### src/sv/rrc_pkg.sv
`timescale 1ns / 1ps
// ----------------------------------------------------------------------------
// rrc_pkg
// Shared types, widths and constants for the rotated rectangle corner block.
// ----------------------------------------------------------------------------
package rrc_pkg;

  localparam int CORDIC_STAGES = 16;   // 8 .. 24
  localparam int XW  = 33;             // CORDIC x/y, Q2.30 plus headroom
  localparam int ZW  = 28;             // residual angle, 2^-20 degree
  localparam int CSW = 17;             // sine/cosine, Q1.15 with +1.0
  localparam int PW  = 33;             // width x trig product
  localparam int VW  = 36;             // corner position, 2^-16 units
  localparam int IW  = 5;              // atan table index

  localparam logic signed [XW-1:0] CORDIC_GAIN = 33'sd652032874;

  localparam logic signed [13:0] ROT_ZERO   = 14'sd0;
  localparam logic signed [13:0] ROT_P90    = 14'sd1440;
  localparam logic signed [13:0] ROT_M90    = -14'sd1440;
  localparam logic signed [13:0] ROT_P180   = 14'sd2880;
  localparam logic signed [13:0] ROT_M180   = -14'sd2880;
  localparam logic signed [13:0] ROT_P270   = 14'sd4320;
  localparam logic signed [13:0] ROT_M270   = -14'sd4320;

  typedef enum logic [2:0] {
    ORD_IDENT,   // V1 V2 V3 V4
    ORD_CW,      // V3 V1 V4 V2
    ORD_HALF,    // V4 V3 V2 V1
    ORD_CCW,     // V2 V4 V1 V3
    ORD_SORT     // xmin ymin ymax xmax
  } ord_t;

  typedef struct packed {
    logic [14:0]        w;
    logic [14:0]        h;
    logic signed [15:0] cx;
    logic signed [15:0] cy;
    ord_t               ord;
    logic [1:0]         quad;
    logic               fzero;
  } box_t;

  typedef struct packed {
    logic signed [XW-1:0] x;
    logic signed [XW-1:0] y;
    logic signed [ZW-1:0] z;
    box_t                 box;
  } cord_t;

  function automatic logic signed [ZW-1:0] atan_lut(input logic [IW-1:0] idx);
    logic signed [ZW-1:0] v;
    case (idx)
      5'd0:  v = 28'sd47185920;
      5'd1:  v = 28'sd27855475;
      5'd2:  v = 28'sd14718068;
      5'd3:  v = 28'sd7471121;
      5'd4:  v = 28'sd3750058;
      5'd5:  v = 28'sd1876857;
      5'd6:  v = 28'sd938658;
      5'd7:  v = 28'sd469357;
      5'd8:  v = 28'sd234682;
      5'd9:  v = 28'sd117342;
      5'd10: v = 28'sd58671;
      5'd11: v = 28'sd29335;
      5'd12: v = 28'sd14668;
      5'd13: v = 28'sd7334;
      5'd14: v = 28'sd3667;
      5'd15: v = 28'sd1833;
      5'd16: v = 28'sd917;
      5'd17: v = 28'sd458;
      5'd18: v = 28'sd229;
      5'd19: v = 28'sd115;
      5'd20: v = 28'sd57;
      5'd21: v = 28'sd29;
      5'd22: v = 28'sd14;
      5'd23: v = 28'sd7;
      default: v = '0;
    endcase
    return v;
  endfunction

endpackage

### src/sv/rrc_cell.sv
`timescale 1ns / 1ps
// ----------------------------------------------------------------------------
// rrc_cell
// One CORDIC rotation step with its own valid/ready stage register.
// ----------------------------------------------------------------------------
module rrc_cell (
  input  logic                 clk,
  input  logic                 rst_n,
  input  logic [rrc_pkg::IW-1:0] stage_idx,
  input  logic                 in_valid,
  output logic                 in_ready,
  input  rrc_pkg::cord_t       in_data,
  output logic                 out_valid,
  input  logic                 out_ready,
  output rrc_pkg::cord_t       out_data
);

  logic           v_r;
  rrc_pkg::cord_t d_r;
  rrc_pkg::cord_t d_nxt;
  logic signed [rrc_pkg::XW-1:0] xs;
  logic signed [rrc_pkg::XW-1:0] ys;

  assign in_ready = !v_r || out_ready;

  always_comb begin
    xs    = in_data.x >>> stage_idx;
    ys    = in_data.y >>> stage_idx;
    d_nxt = in_data;
    if (!in_data.z[rrc_pkg::ZW-1]) begin
      d_nxt.x = in_data.x - ys;
      d_nxt.y = in_data.y + xs;
      d_nxt.z = in_data.z - rrc_pkg::atan_lut(stage_idx);
    end else begin
      d_nxt.x = in_data.x + ys;
      d_nxt.y = in_data.y - xs;
      d_nxt.z = in_data.z + rrc_pkg::atan_lut(stage_idx);
    end
  end

  always_ff @(posedge clk) begin
    if (!rst_n) begin
      v_r <= 1'b0;
    end else if (in_ready) begin
      v_r <= in_valid;
    end
  end

  always_ff @(posedge clk) begin
    if (in_ready && in_valid) begin
      d_r <= d_nxt;
    end
  end

  assign out_valid = v_r;
  assign out_data  = d_r;

endmodule

### config.mk
export PLATFORM = sky130hd
export DESIGN_NAME = rrc_cell
export DESIGN_NICKNAME = d
export VERILOG_FILES = /design/src/sv/rrc_pkg.sv /design/src/sv/rrc_cell.sv
export SDC_FILE = /design/constraint.sdc
export NUM_CORES = 1
export LEC_CHECK = 0
export BUFFER_PORTS_ARGS = -buffer_cell sky130_fd_sc_hd__buf_4
export CORE_MARGIN = 2
export CORE_UTILIZATION = 60
export DETAILED_ROUTE_END_ITERATION = 7
export PLACE_DENSITY_LB_ADDON = 0.2
export SYNTH_ARGS = -nofsm -noshare
export SYNTH_HDL_FRONTEND = slang
export SYNTH_SLANG_ARGS = --single-unit
### constraint.sdc
create_clock -name clk -period 14.15 [get_ports clk]
set_input_delay 2.1225 -clock clk [delete_from_list [all_inputs] [get_ports clk]]
set_output_delay 2.1225 -clock clk [all_outputs]
set_load 0.02 [all_outputs]
After elaboration in Yosys (flattened, before gate mapping)
Memories as Yosys holds them, arrays and structs flattened.
Cells that the tools add are included.
{ "classes": {"n_addsub": 6, "reduce_logical": 3, "shift": 2, "muxes": 3} }
{ "op_table": {"columns": ["cell", "n"], "rows": [
  ["$mux W94", 1],
  ["$add A33 B33 Y33", 2],
  ["$sshr A33 B5 Y33", 2],
  ["$sub A33 B33 Y33", 2],
  ["$mux W28", 2],
  ["$add A28 B28 Y28", 1],
  ["$sub A28 B28 Y28", 1],
  ["$logic_and A1 B1 Y1", 1],
  ["$logic_not A1 Y1", 1],
  ["$logic_or A1 B1 Y1", 1]
]} }
{ "totals": {"out_inout_bits": 164, "memories": 2, "reg_bits": 163, "rom_bits": 1664, "wordCells": 27} }
{ "mem_list": {"columns": ["name", "words", "word_bits", "read_ports", "rd_ports_with_merged_regs", "write_ports", "line_no", "text"], "rows": [
  ["(name not given)", 32, 26, 1, 0, 0, "rrc_pkg.sv:53", "case (idx)"],
  ["(name not given)", 32, 26, 1, 0, 0, "rrc_pkg.sv:53", null]
]} }

Longest topological paths before layout
An unclocked memory read counts as a cell.
{ "depth": {"depth_word": 4, "depth_mapped": 29, "ltp_nobuf": 24} }

Worst setup path after synthesis
OpenSTA, ideal clock, no wires.
{ "synth_path": {"kind": "input-to-reg", "start": "in stage_idx[1] (netlist bit)", "end": "reg d_r (netlist bit out_data[153]) (data pin)", "arrival_ns": 7.959, "slack_ns": 5.996, "cell_stages": 28, "path_buffers": 5, "cell_sequence": "buf_2 > inv_1 > buf_2 > buf_2 > buf_6 > ha_1 > nand2b_1 > nor3b_1 > o32ai_1 > and4b_1 > and4b_1 > a31oi_1 > ha_1 > nand2_1 > nor4b_4 > and2_1 > buf_4 > nor2_1 > xnor2_1 > ha_1 > a21o_1 > a21o_1 > a31o_2 > a211o_1 > o221a_2 > o21ai_0 > a21boi_0 > o311ai_0"} }
{ "synth_lines": {"columns": ["element", "line_no", "text"], "rows": [
  ["from (decl)", "rrc_cell.sv:9", "input logic [rrc_pkg::IW-1:0] stage_idx,"],
  ["to (signal assigned)", "rrc_cell.sv:51", "d_r <= d_nxt;"],
  ["to (decl)", "rrc_cell.sv:19", "rrc_pkg::cord_t d_r;"]
]} }

==> results.md <==
- Async SR Flop Fraction: 0%
- Post-CTS setup buffer count: 0
- Synth Cell Area: 17,300 um^2
- Startpoint Class: primary input
- Syn nets: 2,035
- Top delay family on crit path: compound AO/OA/AOI/OAI gates
- Final TNS setup: 0 ps
- Initial Utilization: 60.6%
- # clock sinks: 163
- Area Growth Syn to Fin: 17.2%
- Fillers: 2,188
- Post-layout nets: 2,302
- Comb pwr share: 48.4%
- Post-synth EDFFs: between 150 and 200
- Predominant post-synthesis flop cell: edfxtp_1
- 1st-iter DRT viols: 2,022
- Status: completed
- Final setup fails: 0
- Hold crit path type: flop to flop
- Post-route ant nets: 0
- DP Area: 19,700 um^2
- WL/cell: 24.6 um
- Crit path capture type: flop
- Critical path data arrival time: 9370 ps
- CP required: around 14,000 ps
- Slowest cell on crit path: inv_1
- Routed WL: 59.6 mm
- FF/Latch Area: 4880 um^2
- Reg power frac: between 30% and 40%
- Chip width: 174 um
- DR vias: 16,600
- Syn_area_per_cell: 9.84 um^2
- Critical path class: primary input to flop
- Row cnt: 62
- R2R setup slack: 11,520 ps
- RSZ-0062 raised after global routing: false
- Final period util: about two thirds
- F_max: 0.109 GHz
- Remaining DRCs: 0
- Worst-Margin Slew: 1050 ps
- CTS Hold Buffers Added: 0
- All-Layer GR Usage: between 30% and 40%
- Worst Hold Depth: 2
- DIE AREA: between 30,000 and 40,000 um^2
- Endpoints failing hold: 0
- Multi-input combinational cell area: approximately 12,000 um^2
- Layout cell share with drive strength beyond 1: 24.3%
- CTS resizes: 0
- Cts bufs inserted: 17
- Antenna diode count: 0
- Clock power share: 21.5%
- Count of state elements after synthesis: between 150 and 200
- P per Cell Area: 109 nW/um^2
- Sw frac: 40.2%
- DRT Pass-1 Iters: 5
- Synth Instances: approximately 1,800
- Fin area: 20,300 um^2
- Worst reg2reg endpoint: out_data[117]
- Leak Pwr: 8.43 nW
- Internal power: 0.00133 W
- CTS tree: done
- Initial antenna violation count: 0
- Hold EP: out_valid
- Worst-Skew Late Latency: 460 ps
- Worst Clk Skew: 9.49 ps
- Slew headroom: 30.1%
- Crit-path max FO: 32
- Post-synthesis sequential area ratio: 28.2%
- Reg2reg path depth: 3
- First-pass GRT wire length: 89.7 mm
- Tmin final: roughly 9200 ps
- Unique masters post-synth: 99
- CTS clk-pin slew, worst paths: 70 ps
- NetSw: approximately 0.0009 W
- Port Buffer Count: 334
- Most common cell after layout, fill and taps aside: buf_4
- GRT Residual Overflow: 0
- Warnings, synthesis: 0
- Die Ht: 174 um
- Final Slew Violations: 0
- Gpl congestion: 1.08
- FF-to-FF Start: out_valid
- Max-cap violations: 0
- Buf/Inv on CP: 3
- Commonest non-fill, non-tap cells in the layout: 346 x buf_4, 162 x edfxtp_1, 134 x a21oi_1
- Max VDD drop: 0.0745 mV
- Largest net degree at the start of global routing: just under 90
- Via density: 6.84
- CTS H-tree depth: 4
- Vias in the first global route: roughly 16,000
- Worst path max stage delay: 550 ps
- IO Count: 335
- Max clock buf depth: 2
- Core Box Area: ~29,000 um^2
- Hold path startpoint: out_valid
- Dpl hpwl: 44.3 mm
- Root buf cell: clkbuf_16
==> flip-flops by register name, indices dropped and copies added (netlist names) <==
| signal | cells |
|---|---|
| out_valid | 1 |
| out_data | 162 |
==> power groups by stage <==
| stage | sequential, W | clock (W) | combinational (W) |
|---|---|---|---|
| 6_report | 0.000666 | 0.000478 | 0.00108 |
| 5_1_grt | 0.000673 | 0.000496 | 0.00115 |
| 4_1_cts | 0.000667 | 0.000481 | 0.00105 |
| 3_5_place_dp | 0.000676 | 0 | 0.00105 |
| 3_3_place_gp | 0.000673 | 0 | 0.00102 |
| 2_1_floorplan | 0.000776 | 0 | 0.000626 |
==> cell type report <==
cell class,count,area share (%)
Sequential cell,163,24.1
Tap cell,384,2.37
Inverter,45,0.832
Multi-Input combinational cell,1452,57.0
Timing Repair Buffer,347,12.9
Clock buffer,17,2.10
Clock inverter,15,0.808
==> kinds of logic after synthesis <==
family / Yosys count / synth area share [%]
AO/OA/AOI/OAI: 518 / 20.4
AND/OR/NAND/NOR: 504 / 15.0
multiplexers: 164 / 15.5
flip-flops: 163 / 28.2
XOR/XNOR: 161 / 8.15
buffers and inverters: 144 / 5.07
adder cells (fa/ha/maj): 105 / 7.72
==> metal layers <==
| metal | vias up | share of wire (%) | routed length, um | global-route usage, % |
|---|---|---|---|---|
| li1 | 7364 | - | - | - |
| met1 | 7856 | 38 | 22800 | 49.3 |
| met2 | 1166 | 46 | 27400 | 61.6 |
| met3 | 197 | 11 | 6270 | 7.24 |
| met4 | 0 | 5.2 | 3080 | 19.1 |
| met5 | - | 0 | 0 | 0 |
==> cells in the mapped netlist, types with 7 or more instances <==
| master | number | area, um^2 |
|---|---|---|
| edfxtp_1 | 162 | 4860 |
| o22ai_1 | 9 | 56.3 |
| o21ai_0 | 75 | 375 |
| o211ai_1 | 14 | 105 |
| a31oi_1 | 35 | 219 |
| nand3_1 | 33 | 165 |
| and2_1 | 23 | 144 |
| and3_1 | 21 | 131 |
| nor3b_1 | 9 | 67.6 |
| inv_1 | 42 | 158 |
| buf_4 | 9 | 67.6 |
| o31ai_1 | 7 | 52.6 |
| nor3_1 | 45 | 225 |
| ha_1 | 102 | 1280 |
| a32oi_1 | 10 | 87.6 |
| xor2_1 | 62 | 543 |
| or2_2 | 9 | 56.3 |
| a211oi_1 | 20 | 150 |
| mux4_1 | 20 | 526 |
| mux2_2 | 26 | 293 |
| a41oi_1 | 8 | 70.1 |
| a22oi_1 | 13 | 97.6 |
| a221oi_1 | 10 | 87.6 |
| nor2b_1 | 26 | 163 |
| xnor2_1 | 99 | 867 |
| nand4_1 | 12 | 75.1 |
| o21bai_1 | 11 | 82.6 |
| mux2i_1 | 63 | 631 |
| mux4_2 | 54 | 1220 |
| buf_6 | 20 | 225 |
| nand2_1 | 116 | 435 |
| nand2b_1 | 30 | 188 |
| or3_1 | 19 | 119 |
| nor2_1 | 124 | 465 |
| a21oi_1 | 134 | 671 |
| clkbuf_1 | 32 | 120 |
| a211o_1 | 12 | 105 |
| o21a_1 | 28 | 210 |
| a21o_1 | 45 | 338 |
| buf_2 | 24 | 120 |
| a311oi_1 | 7 | 61.3 |
==> per-stage QoR <==
step	instances	setup WS, ps	total power, W	hold slack (ps)	util, %
detailed placement	2391	4820	0.00172	559	69.0
global placement	2391	4990	0.00170	520	69.0
floorplan	1759	6000	0.00140	750	-
CTS	2423	5250	0.00220	571	71.1
global route	2423	4730	0.00232	611	71.1
finish	2423	4990	0.00222	571	71.1
==> how the worst max path moves through the flow <==
stage | from | endpoint | slack (ps) | cells after the start
3_5_place_dp | stage_idx[1] | out_data[160] | 4820 | 26
2_1_floorplan | stage_idx[1] | out_data[153] | 6000 | 28
5_1_grt | stage_idx[1] | out_data[160] | 4730 | 26
3_3_place_gp | stage_idx[1] | out_data[160] | 4990 | 26
4_1_cts | stage_idx[1] | out_data[160] | 5250 | 26
6_report | stage_idx[1] | out_data[160] | 4990 | 26
==> worst min-delay path: stages, from the launching register on <==
cell and delay (ps):
dfxtp_1 320, nand2b_1 110, a21boi_0 100
No activity file was read; power rests on OpenSTA's default activity.
